### config.mk
export PLATFORM = sky130hd
export DESIGN_NAME = round_robin_dispatcher
export DESIGN_NICKNAME = d
export VERILOG_FILES = /design/src/rtl/rrd_pkg.sv /design/src/rtl/rrd_ram.sv /design/src/rtl/round_robin_dispatcher.sv
export VERILOG_INCLUDE_DIRS = /design/src /design/src/rtl
export SDC_FILE = /design/constraint.sdc
export NUM_CORES = 1
export LEC_CHECK = 0
export BUFFER_PORTS_ARGS = -buffer_cell sky130_fd_sc_hd__buf_2
export CORE_MARGIN = 2
export CORE_UTILIZATION = 55
export CTS_CLUSTER_SIZE = 24
export DETAILED_ROUTE_END_ITERATION = 8
export GPL_TIMING_DRIVEN = 0
export PLACE_DENSITY = 0.72
export SLEW_MARGIN = 20
export SYNTH_ARGS = -nofsm -noshare
export SYNTH_HDL_FRONTEND = slang
export SYNTH_HIERARCHICAL = 1
export SYNTH_SLANG_ARGS = --single-unit
### constraint.sdc
create_clock -name clk_i -period 20.8 [get_ports clk_i]
set_clock_uncertainty 0.1 [all_clocks]
set_input_delay 5.2 -clock clk_i [delete_from_list [all_inputs] [get_ports clk_i]]
set_output_delay 5.2 -clock clk_i [all_outputs]
set_load 0.01 [all_outputs]
### src/rtl/assert_macros.svh
// ----------------------------------------------------------------------------
// assert_macros.svh
// Concurrent assertion helpers for the dispatcher RTL.
// ----------------------------------------------------------------------------
`ifndef ASSERT_MACROS_SVH
`define ASSERT_MACROS_SVH

`ifndef SYNTHESIS

// prop must hold at every clock edge outside reset
`define RRD_ASSERT(lbl, clk, rstn, prop) \
  lbl: assert property (@(posedge clk) disable iff (!rstn) (prop)) \
    else $error("%m: assertion failed");

// cond must never be seen outside reset
`define RRD_ASSERT_NEVER(lbl, clk, rstn, cond) \
  lbl: assert property (@(posedge clk) disable iff (!rstn) !(cond)) \
    else $error("%m: forbidden condition seen");

`else

`define RRD_ASSERT(lbl, clk, rstn, prop)
`define RRD_ASSERT_NEVER(lbl, clk, rstn, cond)

`endif

`endif

### src/rtl/rrd_pkg.sv
// ----------------------------------------------------------------------------
// rrd_pkg
// Shared constants and types of the round-robin dispatcher.
// ----------------------------------------------------------------------------
package rrd_pkg;

  localparam int MAX_PROCS = 16;
  localparam int TIME_BITS = 12;
  localparam int PROC_W    = $clog2(MAX_PROCS);
  localparam int CNT_W     = $clog2(MAX_PROCS + 1);
  localparam int CLK_W     = 20;
  localparam int QUANT_W   = 12;
  localparam int PCNT_W    = 5;
  localparam int CFG_W     = 12;
  localparam int SLOT_W    = 4;
  localparam int IN_DW     = 32;
  localparam int OUT_DW    = 112;

  typedef enum logic {
    CFG_QUANTUM = 1'b0,
    CFG_PCOUNT  = 1'b1
  } cfg_idx_e;

  typedef enum logic {
    OP_LOAD     = 1'b0,
    OP_DISPATCH = 1'b1
  } opcode_e;

  typedef enum logic [1:0] {
    KIND_IDLE     = 2'd0,
    KIND_RUN      = 2'd1,
    KIND_ALL_DONE = 2'd2
  } kind_e;

  typedef enum logic [2:0] {
    ST_IDLE,
    ST_SCAN,
    ST_DECIDE,
    ST_POP,
    ST_CALC,
    ST_TAT,
    ST_FIN
  } state_e;

endpackage

### src/rtl/rrd_ram.sv
// ----------------------------------------------------------------------------
// rrd_ram
// Simple dual-port RAM, one write and one registered read per cycle.
// ----------------------------------------------------------------------------
module rrd_ram #(
  parameter int WIDTH = 8,
  parameter int DEPTH = 16
) (
  input  logic                     clk_i,
  input  logic                     we_i,
  input  logic [$clog2(DEPTH)-1:0] waddr_i,
  input  logic [WIDTH-1:0]         wdata_i,
  input  logic [$clog2(DEPTH)-1:0] raddr_i,
  output logic [WIDTH-1:0]         rdata_o
);

  logic [WIDTH-1:0] mem [DEPTH];

  always_ff @(posedge clk_i) begin
    if (we_i) begin
      mem[waddr_i] <= wdata_i;
    end
  end

  always_ff @(posedge clk_i) begin
    rdata_o <= mem[raddr_i];
  end

endmodule

### src/rtl/round_robin_dispatcher.sv
// Load beat: writes the slot table and clears the schedule; no result beat.
// Dispatch beat: a run slice goes through decide, pop, calc and turnaround, then an
// arrival scan; an idle tick bumps time, then scans; an all-done reply goes straight
// to the output. The first dispatch after a load adds a seeding scan. Each arrival
// scan reads the slot table one slot a cycle. A new beat is taken once the result
// is in the output register. Reset clears the schedule, sets quantum and count to 1.
// ----------------------------------------------------------------------------
// round_robin_dispatcher
// Round-robin time-slice dispatcher over a table of processes kept in RAM.
// ----------------------------------------------------------------------------
`include "assert_macros.svh"

module round_robin_dispatcher (
  input  logic                        clk_i,
  input  logic                        rst_ni,
  // configuration write port
  input  logic                        cfg_we_i,
  input  logic                        cfg_addr_i,
  input  logic [rrd_pkg::CFG_W-1:0]   cfg_wdata_i,
  // input stream
  input  logic                        s_axis_tvalid,
  output logic                        s_axis_tready,
  input  logic [rrd_pkg::IN_DW-1:0]   s_axis_tdata,  // slot, arrival_time, burst_time
  input  logic                        s_axis_tuser,  // opcode
  // result stream
  output logic                        m_axis_tvalid,
  input  logic                        m_axis_tready,
  // run_slot, slice_start, slice_end, process_done, completion_time,
  // turnaround_time, waiting_time, all_complete
  output logic [rrd_pkg::OUT_DW-1:0]  m_axis_tdata,
  output logic [1:0]                  m_axis_tuser   // slice_kind
);

  import rrd_pkg::*;

  // --------------------------------------------------------------------------
  // state
  // --------------------------------------------------------------------------
  state_e                 state_q, state_d;
  logic [QUANT_W-1:0]     tq_q;
  logic [PCNT_W-1:0]      pc_q;
  logic [MAX_PROCS-1:0]   started_q, started_d;   // remaining entry written since load
  logic [MAX_PROCS-1:0]   queued_q, queued_d;
  logic [PROC_W-1:0]      head_q, head_d;
  logic [CNT_W-1:0]       count_q, count_d;
  logic [CLK_W-1:0]       time_q, time_d;
  logic [CNT_W-1:0]       fin_q, fin_d;
  logic                   seeded_q, seeded_d;
  logic                   chk_vld_q, chk_vld_d;
  logic                   out_valid_q, out_valid_d;

  logic                   seed_q, seed_d;
  logic [CNT_W-1:0]       cnt_q, cnt_d;
  logic [PROC_W-1:0]      chk_idx_q, chk_idx_d;
  logic [PROC_W-1:0]      s_q, s_d;
  kind_e                  kind_q, kind_d;
  logic [CLK_W-1:0]       start_q, start_d;
  logic                   done_q, done_d;
  logic [TIME_BITS-1:0]   arr_q, arr_d;
  logic [TIME_BITS-1:0]   burst_q, burst_d;
  logic [CLK_W-1:0]       tat_q, tat_d;

  kind_e                  o_kind_q, o_kind_d;
  logic [SLOT_W-1:0]      o_slot_q, o_slot_d;
  logic [CLK_W-1:0]       o_start_q, o_start_d;
  logic [CLK_W-1:0]       o_end_q, o_end_d;
  logic                   o_done_q, o_done_d;
  logic [CLK_W-1:0]       o_comp_q, o_comp_d;
  logic [CLK_W-1:0]       o_tat_q, o_tat_d;
  logic [CLK_W-1:0]       o_wait_q, o_wait_d;
  logic                   o_all_q, o_all_d;

  // --------------------------------------------------------------------------
  // memories
  // --------------------------------------------------------------------------
  logic                     proc_we;
  logic [PROC_W-1:0]        proc_waddr, proc_raddr;
  logic [2*TIME_BITS-1:0]   proc_wdata, proc_rd;
  logic                     rem_we;
  logic [PROC_W-1:0]        rem_raddr;
  logic [TIME_BITS-1:0]     rem_wdata, rem_rd;
  logic                     ring_we;
  logic [PROC_W-1:0]        ring_waddr;
  logic [PROC_W-1:0]        ring_wdata, ring_rd;

  // arrival in the low half, burst in the high half
  rrd_ram #(.WIDTH(2*TIME_BITS), .DEPTH(MAX_PROCS)) u_proc_ram (
    .clk_i   (clk_i),
    .we_i    (proc_we),
    .waddr_i (proc_waddr),
    .wdata_i (proc_wdata),
    .raddr_i (proc_raddr),
    .rdata_o (proc_rd)
  );

  rrd_ram #(.WIDTH(TIME_BITS), .DEPTH(MAX_PROCS)) u_rem_ram (
    .clk_i   (clk_i),
    .we_i    (rem_we),
    .waddr_i (s_q),
    .wdata_i (rem_wdata),
    .raddr_i (rem_raddr),
    .rdata_o (rem_rd)
  );

  rrd_ram #(.WIDTH(PROC_W), .DEPTH(MAX_PROCS)) u_ring_ram (
    .clk_i   (clk_i),
    .we_i    (ring_we),
    .waddr_i (ring_waddr),
    .wdata_i (ring_wdata),
    .raddr_i (head_q),
    .rdata_o (ring_rd)
  );

  // --------------------------------------------------------------------------
  // input decode and derived values
  // --------------------------------------------------------------------------
  logic                   in_acc;
  opcode_e                in_op;
  logic [SLOT_W-1:0]      in_slot;
  logic [TIME_BITS-1:0]   in_arr, in_bt, bt_fix;
  logic [CNT_W-1:0]       n_use;
  logic [QUANT_W-1:0]     quantum;
  logic [CNT_W-1:0]       tail_sum;
  logic [PROC_W-1:0]      tail;
  logic [PROC_W-1:0]      head_inc;
  logic [TIME_BITS-1:0]   arr_rd, burst_rd, rem_cur, run_len;

  assign s_axis_tready = (state_q == ST_IDLE);
  assign in_acc        = s_axis_tvalid && s_axis_tready;
  assign in_op         = opcode_e'(s_axis_tuser);
  assign in_slot       = s_axis_tdata[SLOT_W-1:0];
  assign in_arr        = s_axis_tdata[SLOT_W +: TIME_BITS];
  assign in_bt         = s_axis_tdata[SLOT_W+TIME_BITS +: TIME_BITS];
  assign bt_fix        = (in_bt == '0) ? TIME_BITS'(1) : in_bt;

  always_comb begin
    if (pc_q == '0) begin
      n_use = CNT_W'(1);
    end else if (pc_q > PCNT_W'(MAX_PROCS)) begin
      n_use = CNT_W'(MAX_PROCS);
    end else begin
      n_use = CNT_W'(pc_q);
    end
  end

  assign quantum  = (tq_q == '0) ? QUANT_W'(1) : tq_q;
  assign tail_sum = CNT_W'(head_q) + count_q;
  assign tail     = (tail_sum >= CNT_W'(MAX_PROCS)) ?
                    PROC_W'(tail_sum - CNT_W'(MAX_PROCS)) : PROC_W'(tail_sum);
  assign head_inc = (head_q == PROC_W'(MAX_PROCS - 1)) ? '0 : head_q + PROC_W'(1);

  assign arr_rd   = proc_rd[TIME_BITS-1:0];
  assign burst_rd = proc_rd[2*TIME_BITS-1:TIME_BITS];
  assign rem_cur  = started_q[s_q] ? rem_rd : burst_rd;
  assign run_len  = (rem_cur < TIME_BITS'(quantum)) ? rem_cur : TIME_BITS'(quantum);

  // --------------------------------------------------------------------------
  // sequencer
  // --------------------------------------------------------------------------
  always_comb begin
    state_d     = state_q;
    started_d   = started_q;
    queued_d    = queued_q;
    head_d      = head_q;
    count_d     = count_q;
    time_d      = time_q;
    fin_d       = fin_q;
    seeded_d    = seeded_q;
    chk_vld_d   = chk_vld_q;
    out_valid_d = out_valid_q;
    seed_d      = seed_q;
    cnt_d       = cnt_q;
    chk_idx_d   = chk_idx_q;
    s_d         = s_q;
    kind_d      = kind_q;
    start_d     = start_q;
    done_d      = done_q;
    arr_d       = arr_q;
    burst_d     = burst_q;
    tat_d       = tat_q;
    o_kind_d    = o_kind_q;
    o_slot_d    = o_slot_q;
    o_start_d   = o_start_q;
    o_end_d     = o_end_q;
    o_done_d    = o_done_q;
    o_comp_d    = o_comp_q;
    o_tat_d     = o_tat_q;
    o_wait_d    = o_wait_q;
    o_all_d     = o_all_q;

    proc_we    = 1'b0;
    proc_waddr = in_slot[PROC_W-1:0];
    proc_wdata = {bt_fix, in_arr};
    proc_raddr = cnt_q[PROC_W-1:0];
    rem_we     = 1'b0;
    rem_raddr  = ring_rd;
    rem_wdata  = rem_cur - run_len;
    ring_we    = 1'b0;
    ring_waddr = tail;
    ring_wdata = chk_idx_q;

    if (out_valid_q && m_axis_tready) begin
      out_valid_d = 1'b0;
    end

    unique case (state_q)
      ST_IDLE: begin
        if (in_acc) begin
          if (in_op == OP_LOAD) begin
            proc_we   = 1'b1;
            started_d = '0;
            queued_d  = '0;
            head_d    = '0;
            count_d   = '0;
            time_d    = '0;
            fin_d     = '0;
            seeded_d  = 1'b0;
          end else begin
            start_d = time_q;
            kind_d  = KIND_IDLE;
            done_d  = 1'b0;
            if (fin_q >= n_use) begin
              kind_d  = KIND_ALL_DONE;
              state_d = ST_FIN;
            end else if (!seeded_q) begin
              seeded_d  = 1'b1;
              seed_d    = 1'b1;
              cnt_d     = '0;
              chk_vld_d = 1'b0;
              state_d   = ST_SCAN;
            end else begin
              state_d = ST_DECIDE;
            end
          end
        end
      end

      // one slot read per cycle, compared in the following cycle
      ST_SCAN: begin
        if (chk_vld_q && (CLK_W'(arr_rd) <= time_q) && !queued_q[chk_idx_q] &&
            (count_q < CNT_W'(MAX_PROCS))) begin
          ring_we             = 1'b1;
          ring_wdata          = chk_idx_q;
          count_d             = count_q + CNT_W'(1);
          queued_d[chk_idx_q] = 1'b1;
        end
        if (cnt_q < n_use) begin
          proc_raddr = cnt_q[PROC_W-1:0];
          chk_vld_d  = 1'b1;
          chk_idx_d  = cnt_q[PROC_W-1:0];
          cnt_d      = cnt_q + CNT_W'(1);
        end else begin
          chk_vld_d = 1'b0;
          if (!chk_vld_q) begin
            state_d = seed_q ? ST_DECIDE : ST_FIN;
          end
        end
      end

      ST_DECIDE: begin
        if (count_q == '0) begin
          // empty ring: idle tick
          time_d    = time_q + CLK_W'(1);
          seed_d    = 1'b0;
          cnt_d     = '0;
          chk_vld_d = 1'b0;
          state_d   = ST_SCAN;
        end else begin
          state_d = ST_POP;
        end
      end

      ST_POP: begin
        s_d        = ring_rd;
        proc_raddr = ring_rd;
        rem_raddr  = ring_rd;
        head_d     = head_inc;
        count_d    = count_q - CNT_W'(1);
        state_d    = ST_CALC;
      end

      ST_CALC: begin
        rem_we         = 1'b1;
        started_d[s_q] = 1'b1;
        time_d         = time_q + CLK_W'(run_len);
        kind_d         = KIND_RUN;
        arr_d          = arr_rd;
        burst_d        = burst_rd;
        if (rem_cur == run_len) begin
          done_d = 1'b1;
          fin_d  = fin_q + CNT_W'(1);
        end
        state_d = ST_TAT;
      end

      ST_TAT: begin
        tat_d     = time_q - CLK_W'(arr_q);
        seed_d    = 1'b0;
        cnt_d     = '0;
        chk_vld_d = 1'b0;
        state_d   = ST_SCAN;
      end

      ST_FIN: begin
        if (!out_valid_q || m_axis_tready) begin
          out_valid_d = 1'b1;
          o_kind_d    = kind_q;
          o_slot_d    = (kind_q == KIND_RUN) ? SLOT_W'(s_q) : '0;
          o_start_d   = start_q;
          o_end_d     = time_q;
          o_done_d    = done_q;
          o_comp_d    = done_q ? time_q : '0;
          o_tat_d     = done_q ? tat_q : '0;
          o_wait_d    = done_q ? (tat_q - CLK_W'(burst_q)) : '0;
          o_all_d     = (fin_q >= n_use);
          // preempted process goes behind the new arrivals
          if ((kind_q == KIND_RUN) && !done_q && (count_q < CNT_W'(MAX_PROCS))) begin
            ring_we    = 1'b1;
            ring_wdata = s_q;
            count_d    = count_q + CNT_W'(1);
          end
          state_d = ST_IDLE;
        end
      end

      default: state_d = ST_IDLE;
    endcase
  end

  // --------------------------------------------------------------------------
  // registers
  // --------------------------------------------------------------------------
  always_ff @(posedge clk_i or negedge rst_ni) begin
    if (!rst_ni) begin
      state_q     <= ST_IDLE;
      tq_q        <= QUANT_W'(1);
      pc_q        <= PCNT_W'(1);
      started_q   <= '0;
      queued_q    <= '0;
      head_q      <= '0;
      count_q     <= '0;
      time_q      <= '0;
      fin_q       <= '0;
      seeded_q    <= 1'b0;
      chk_vld_q   <= 1'b0;
      out_valid_q <= 1'b0;
    end else begin
      state_q     <= state_d;
      started_q   <= started_d;
      queued_q    <= queued_d;
      head_q      <= head_d;
      count_q     <= count_d;
      time_q      <= time_d;
      fin_q       <= fin_d;
      seeded_q    <= seeded_d;
      chk_vld_q   <= chk_vld_d;
      out_valid_q <= out_valid_d;
      if (cfg_we_i) begin
        unique case (cfg_idx_e'(cfg_addr_i))
          CFG_QUANTUM: tq_q <= cfg_wdata_i[QUANT_W-1:0];
          CFG_PCOUNT:  pc_q <= cfg_wdata_i[PCNT_W-1:0];
          default: ;
        endcase
      end
    end
  end

  always_ff @(posedge clk_i) begin
    seed_q    <= seed_d;
    cnt_q     <= cnt_d;
    chk_idx_q <= chk_idx_d;
    s_q       <= s_d;
    kind_q    <= kind_d;
    start_q   <= start_d;
    done_q    <= done_d;
    arr_q     <= arr_d;
    burst_q   <= burst_d;
    tat_q     <= tat_d;
    o_kind_q  <= o_kind_d;
    o_slot_q  <= o_slot_d;
    o_start_q <= o_start_d;
    o_end_q   <= o_end_d;
    o_done_q  <= o_done_d;
    o_comp_q  <= o_comp_d;
    o_tat_q   <= o_tat_d;
    o_wait_q  <= o_wait_d;
    o_all_q   <= o_all_d;
  end

  // --------------------------------------------------------------------------
  // outputs
  // --------------------------------------------------------------------------
  assign m_axis_tvalid = out_valid_q;
  assign m_axis_tuser  = o_kind_q;
  assign m_axis_tdata  = {6'd0, o_all_q, o_wait_q, o_tat_q, o_comp_q, o_done_q,
                          o_end_q, o_start_q, o_slot_q};

  // --------------------------------------------------------------------------
  // assertions
  // --------------------------------------------------------------------------
  `RRD_ASSERT(a_ring_bound, clk_i, rst_ni, count_q <= CNT_W'(MAX_PROCS))
  `RRD_ASSERT(a_fin_bound, clk_i, rst_ni, fin_q <= CNT_W'(MAX_PROCS))
  `RRD_ASSERT(a_load_clears, clk_i, rst_ni, (in_acc && in_op == OP_LOAD) |=> (time_q == '0 && count_q == '0 && queued_q == '0))
  `RRD_ASSERT_NEVER(a_done_not_all, clk_i, rst_ni, out_valid_q && o_kind_q == KIND_ALL_DONE && !o_all_q)

endmodule

==> flow_metrics.py, run 1 <==
metrics = {
    "placed_design": {
        "hpwl_um": 61600,
        "dpl_worst_slack_ns": 11.92,
        "gp_congestion": 0.908,
        "port_buffers": 156,
    },
    "critical_path": {
        "critPathMostFrequentCell": "nor2_1",
        "regToRegStartpoint": "s_q[1]",
        "start_kind": "flop",
        "required_ns": 21.28,
        "criticalPathCategory": "reg2reg",
        "slowest_delay_ns": 0.67,
        "rr_worst_depth": 25,
        "critPathArrivalTime_ns": 8.84,
        "cp_max_fo": 10,
        "critPathTopFamily": "compound AO/OA/AOI/OAI gates",
        "crit_cells": 25,
        "slowest_stage": "a2111oi_0",
        "crit_start": "s_q[1]",
        "critPathCaptureType": "flop",
        "critPathBufInv": 2,
    },
    "floorplan": {
        "die_area_sq_um": 73900,
        "rows": 98,
        "ios": 167,
        "start_util": 0.554,
        "die_h_um": 272,
        "core_sq_um": 71200,
        "die_w_um": 272,
    },
    "synthesis": {
        "synth_mux_area_frac": 0.113,
        "avgSynthCellArea_sq_um": 16.9,
        "synthCells": 2340,
        "synth_top_family_by_area": "multiplexers",
        "synthSimpleGateAreaFrac": 0.0603,
        "ys_seq_area_frac": 0.708,
        "synth_area_sq_um": 39500,
        "synthAdderAreaFrac": 0.0303,
        "ys_seq_elements": 958,
        "synth_top_flop_cell": "edfxtp_1",
        "synth_edf_count": 829,
        "synth_cell_types": 72,
        "synth-compound-area-share": 0.0546,
        "ys_async_sr_fraction": 0.0929,
        "ys_warn_count": 6,
        "synth-xor-area-share": 0.0115,
    },
    "clock_network": {
        "clk_pin_slew_ns": 0.07,
        "root_buffer": "clkbuf_16",
        "cts_tree": "built",
        "cts_buffers": 96,
        "post_cts_buffers": 0,
        "cts_hold_buf": 0,
        "h-tree-depth": 3,
        "ctsLongestPathBuffers": 3,
        "worstSkewPairLatency_ns": 0.67,
        "ctsResizeCount": 0,
        "clkSinkCount": 958,
    },
    "routing": {
        "vias_per_cell": 6.03,
        "via_count": 22100,
        "drt-initial-drc-count": 2537,
        "postRouteAntennaNets": 0,
        "first_pass_iters": 6,
        "drc": 0,
        "wl_um": 89900,
        "wl_per_cell_um": 24.5,
    },
    "timing": {
        "hold_ws_ns": 0.317,
        "slew_violations": 0,
        "worstMarginPinSlew_ns": 1.02,
        "max_slew_margin": 0.320,
        "hold_violations": 0,
        "grt_setup_unrepaired": "false",
        "final-setup-viol-count": 0,
        "max_freq_ghz": 0.120,
        "period_needed_ns": 8.36,
        "timing.final.ws_setup_ns": 12.44,
        "tns_ns": 0,
        "finalCritPeriodShare": 0.402,
    },
    "worst_hold_path": {
        "min_path_cells": 0,
        "hp-start": "start_q[8]",
        "hold_class": "reg2reg",
    },
    "power_and_ir_drop": {
        "power_mw": 7.40,
        "p_leak_nw": 16.2,
        "powerDensity_nw_per_um2": 163,
        "ir_worst_vdd_v": 0.000247,
    },
    "final_layout": {
        "fin_util": 0.639,
        "nFillCells": 4814,
        "post_route_cells_drive_above_1_share": 0.222,
        "nets": 2775,
        "area_growth_pct": 15.4,
        "layout_commonest_cell": "edfxtp_1",
        "layout_common_cells": "829 x edfxtp_1, 171 x buf_2, 141 x mux4_2, 136 x nor2_1, 134 x nand2_1",
    },
    "outcome": {
        "status": "completed",
    },
    "flow_run": {
        "cap_violations": 0,
    },
    "global_route": {
        "antenna_found_initial": 9,
        "overflow": 0,
        "grt_use_total": 0.247,
        "grt_pass1_vias": 22400,
        "grt_pass1_wl_um": 136000,
        "grt_max_degree": 60,
    },
}
-- power by group --
part / internal (mW) / switching, mW
logic: 0.943 / 1.73
registers: 2.82 / 0.150
clock network: 1.04 / 0.728
-- final cells by class --
type | instances | area (sq um) | share of cell area
clock inverter | 59 | 683 | 0.0150
buffer | 100 | 546 | 0.0120
antenna | 2 | 5.00 | 0.000110
tap | 950 | 1190 | 0.0261
sequential | 958 | 27900 | 0.613
multi-input combinational | 1193 | 10900 | 0.239
clock buffer | 122 | 2580 | 0.0567
timing repair buffer | 189 | 1350 | 0.0297
inverter | 94 | 353 | 0.00775
-- Yosys cell counts, drive strengths merged (31+ instances only) --
master,number,area [sq um]
edfxtp,829,24900
mux4,170,3940
nor2,161,604
nand2,134,503
inv,92,345
dfrtp,87,2180
ha,86,1080
a22oi,76,571
o21ai,69,345
clkbuf,63,236
a21oi,58,298
dfxtp,40,801
buf,37,309
and2,35,219
nor3,34,170
mux2,31,353
-- cells by family (layout without fill, tap and decap cells) --
kind of cell               Yosys count  after routing
DFF                                958            958
and+or+nand+nor                    504            504
AOI/OAI and AO/OA                  323            323
muxes                              216            216
buffers and inverters              194            564
adders and majority gates           92             92
xor gates and xnor gates            52             52
other                                1              8
-- routing by layer --
layer	vias to the layer above	share of wire	wire length, um	global-route usage
met4	12	0.024	2160	0.0746
li1	9718	-	-	-
met3	155	0.083	7480	0.0437
met5	-	0.00092	83	0
met2	971	0.49	43900	0.403
met1	11300	0.40	36300	0.344
-- flip-flops by register name, summed over array words and instances, names as in the netlist, 24 cells and up --
register / count
u_ring_ram/mem: 64
u_proc_ram/rdata_o: 24
u_rem_ram/mem: 192
u_proc_ram/mem: 384
-- stage by stage --
step / instance area [sq um] / instances
finish: 45500 / 3667
global route: 45500 / 3666
CTS: 45500 / 3665
detailed placement: 42200 / 3484
global placement: 41400 / 3451
floorplan: 39500 / 2345
-- path summary, 6_finish.rpt --
kind	slack, ns	end
max in group asynchronous	15.61	tq_q[0]
min reg2reg	0.32	o_start_q[8]
max reg2reg	12.44	time_q[14]
max	12.44	time_q[14]
min	0.32	o_start_q[8]
min in group asynchronous	4.32	time_q[13]
Note: power is estimated with default switching activity, not from simulation.
==> inputs of run 2 (changes only) <==
--- a/config.mk
+++ b/config.mk
@@ -12,7 +12,7 @@
 export CTS_CLUSTER_SIZE = 24
 export DETAILED_ROUTE_END_ITERATION = 8
 export GPL_TIMING_DRIVEN = 0
-export PLACE_DENSITY = 0.72
+export PLACE_DENSITY = 0.75
 export SLEW_MARGIN = 20
 export SYNTH_ARGS = -nofsm -noshare
 export SYNTH_HDL_FRONTEND = slang
==> constraint.sdc (replaced) <==
create_clock -name clk_i -period 7.6 [get_ports clk_i]
set_clock_uncertainty 0.1 [all_clocks]
set_input_delay 1.9 -clock clk_i [delete_from_list [all_inputs] [get_ports clk_i]]
set_output_delay 1.9 -clock clk_i [all_outputs]
set_load 0.01 [all_outputs]
==> run 2 against run 1 <==
Compared with the run above:
- utilization about the same
- first-iteration DRC count down 2.4%
- largest cell class unchanged
- critical path depth up 1
- highest routed layer unchanged
- hold slack better by 0.0019 ns
- die area unchanged
- register-to-register slack worse by 12 ns
- routed wire length up 1.4%
- clock power rose to 2.7 times the previous value
- sequential power rose to 2.7 times the previous value
==> flow_metrics.py, run 2 (same netlist as run 1, synthesis figures left out) <==
metrics = {
    "outcome": {
        "status": "completed",
    },
    "critical_path": {
        "cp_max_fo": 10,
        "critPathCaptureType": "flop",
        "slowest_delay_ns": 0.59,
        "critPathMostFrequentCell": "a21o_1",
        "slowest_stage": "mux4_2",
        "required_ns": 7.90,
        "criticalPathCategory": "reg2reg",
        "critPathArrivalTime_ns": 7.49,
        "start_kind": "flop",
    },
    "global_route": {
        "grt_max_degree": 76,
        "antenna_found_initial": 10,
        "grt_pass1_vias": 22700,
        "grt_use_total": 0.249,
        "overflow": 0,
        "grt_pass1_wl_um": 138000,
    },
    "final_layout": {
        "layout_commonest_cell": "edfxtp_1",
        "area_growth_pct": 15.3,
        "regMostFlops": "u_proc_ram/mem",
        "post_route_cells_drive_above_1_share": 0.225,
        "layout_common_cells": "829 x edfxtp_1, 171 x buf_2, 141 x mux4_2, 134 x nor2_1, 134 x nand2_1",
        "nFillCells": 4780,
        "largest_registers": "u_proc_ram/mem x384, u_rem_ram/mem x192, u_ring_ram/mem x64",
        "largest_reg_flops": 384,
        "final_area_sq_um": 45500,
        "nets": 2775,
    },
    "routing": {
        "drt-initial-drc-count": 2477,
        "first_pass_iters": 5,
        "vias_per_cell": 6.18,
        "drc": 0,
        "wl_um": 91200,
        "wl_per_cell_um": 24.9,
        "via_count": 22600,
        "postRouteAntennaNets": 0,
    },
    "timing": {
        "final-setup-viol-count": 0,
        "slew_violations": 0,
        "period_needed_ns": 7.19,
        "hold_violations": 0,
        "max_slew_margin": 0.314,
        "finalCritPeriodShare": 0.947,
        "grt_setup_unrepaired": "false",
        "worstMarginPinSlew_ns": 1.03,
        "max_freq_ghz": 0.139,
    },
    "placed_design": {
        "port_buffers": 156,
        "placed_area_sq_um": 42200,
        "gp_congestion": 0.918,
        "hpwl_um": 61500,
    },
    "clock_network": {
        "cts_tree": "built",
        "worstSkewPairLatency_ns": 0.68,
        "cts_buffers": 95,
        "root_buffer": "clkbuf_16",
        "ctsLongestPathBuffers": 3,
        "clk_pin_slew_ns": 0.06,
        "cts_hold_buf": 0,
        "h-tree-depth": 3,
        "clkSinkCount": 958,
    },
    "floorplan": {
        "rows": 98,
        "die_h_um": 272,
        "ios": 167,
        "core_sq_um": 71200,
        "die_w_um": 272,
        "die_area_sq_um": 73900,
        "start_util": 0.554,
    },
    "power_and_ir_drop": {
        "powerDensity_nw_per_um2": 446,
        "power_mw": 20.3,
        "ir_worst_vdd_v": 0.000710,
        "p_leak_nw": 16.2,
    },
    "worst_hold_path": {
        "hold_class": "reg2reg",
    },
    "flow_run": {
        "cap_violations": 0,
    },
}
## run 2: cell types whose count changed in the layout (fill, tap and decap cells not counted), sizes merged
| cell | change |
|---|---|
| inv | -2 |
| clkinv | -1 |
| diode | -1 |
| buf | +1 |
| bufinv | -1 |
## run 2: per-layer routing
| layer | track usage | up-vias | wire [um] |
|---|---|---|---|
| li1 | - | 9709 | - |
| met1 | 0.338 | 11500 | 35600 |
| met2 | 0.411 | 1189 | 44900 |
| met3 | 0.0530 | 189 | 8580 |
| met4 | 0.0697 | 10 | 2050 |
| met5 | 0 | - | 69 |
## run 2: final timing paths
path / from / endpoint / slack [ns] / cells past startpoint
max in group asynchronous: rst_ni / pc_q[0] / 5.76 / 2
worst max-delay path: s_q[0] / u_rem_ram/mem[8][10] / 0.41 / 26
worst min-delay path: start_q[9] / o_start_q[9] / 0.32 / 0
worst max register to register: s_q[0] / u_rem_ram/mem[8][10] / 0.41 / 26
worst min register to register: start_q[9] / o_start_q[9] / 0.32 / 0
min in group asynchronous: rst_ni / queued_q[12] / 0.95 / 1
## run 2: where the power goes
part	total, mW	switching, mW	leakage [nW]	internal (mW)
clock	4.77	1.99	1.57	2.78
sequential	8.11	0.409	8.98	7.70
combinational	7.41	4.75	5.63	2.66
## run 2: area by class of cell
type	instances	area (sq um)	share of cell area
Sequential cell	958	27900	0.614
Multi-Input combinational cell	1193	10900	0.240
Clock buffer	122	2560	0.0563
Timing Repair Buffer	190	1340	0.0294
Tap cell	950	1190	0.0261
Clock inverter	55	653	0.0144
Buffer	100	547	0.0120
Inverter	94	353	0.00776
Antenna cell	1	2.50	0.0000550
## run 2: stage by stage
step | instances | TNS [ns] | hold WS, ns | utilization | setup slack [ns]
global placement | 3451 | -55.72 | 0.301 | 0.582 | -0.525
CTS | 3660 | 0 | 0.320 | 0.638 | 0.198
detailed placement | 3481 | -22.63 | 0.306 | 0.592 | -0.619
finish | 3663 | 0 | 0.319 | 0.638 | 0.406
floorplan | 2345 | 0 | 0.300 | - | 0.824
global route | 3662 | 0 | 0.326 | 0.638 | 0.133
## run 2: critical path: cells and delay by family, from the launching register on
family	cells	cell delay [ns]
flops	1	0.37
compound gates	9	2.00
mux	5	1.92
buf+inv	4	0.69
fa+ha+maj	2	0.82
simple gates	6	1.02
## run 2: repair_timing
| action | 4_1_cts | 5_1_grt |
|---|---|---|
| setup buffers | 2 | 2 |
| gates resized for setup | 7 | 2 |
| endpoints found under the setup margin | 90 | 21 |
| pin swaps | 0 | 1 |
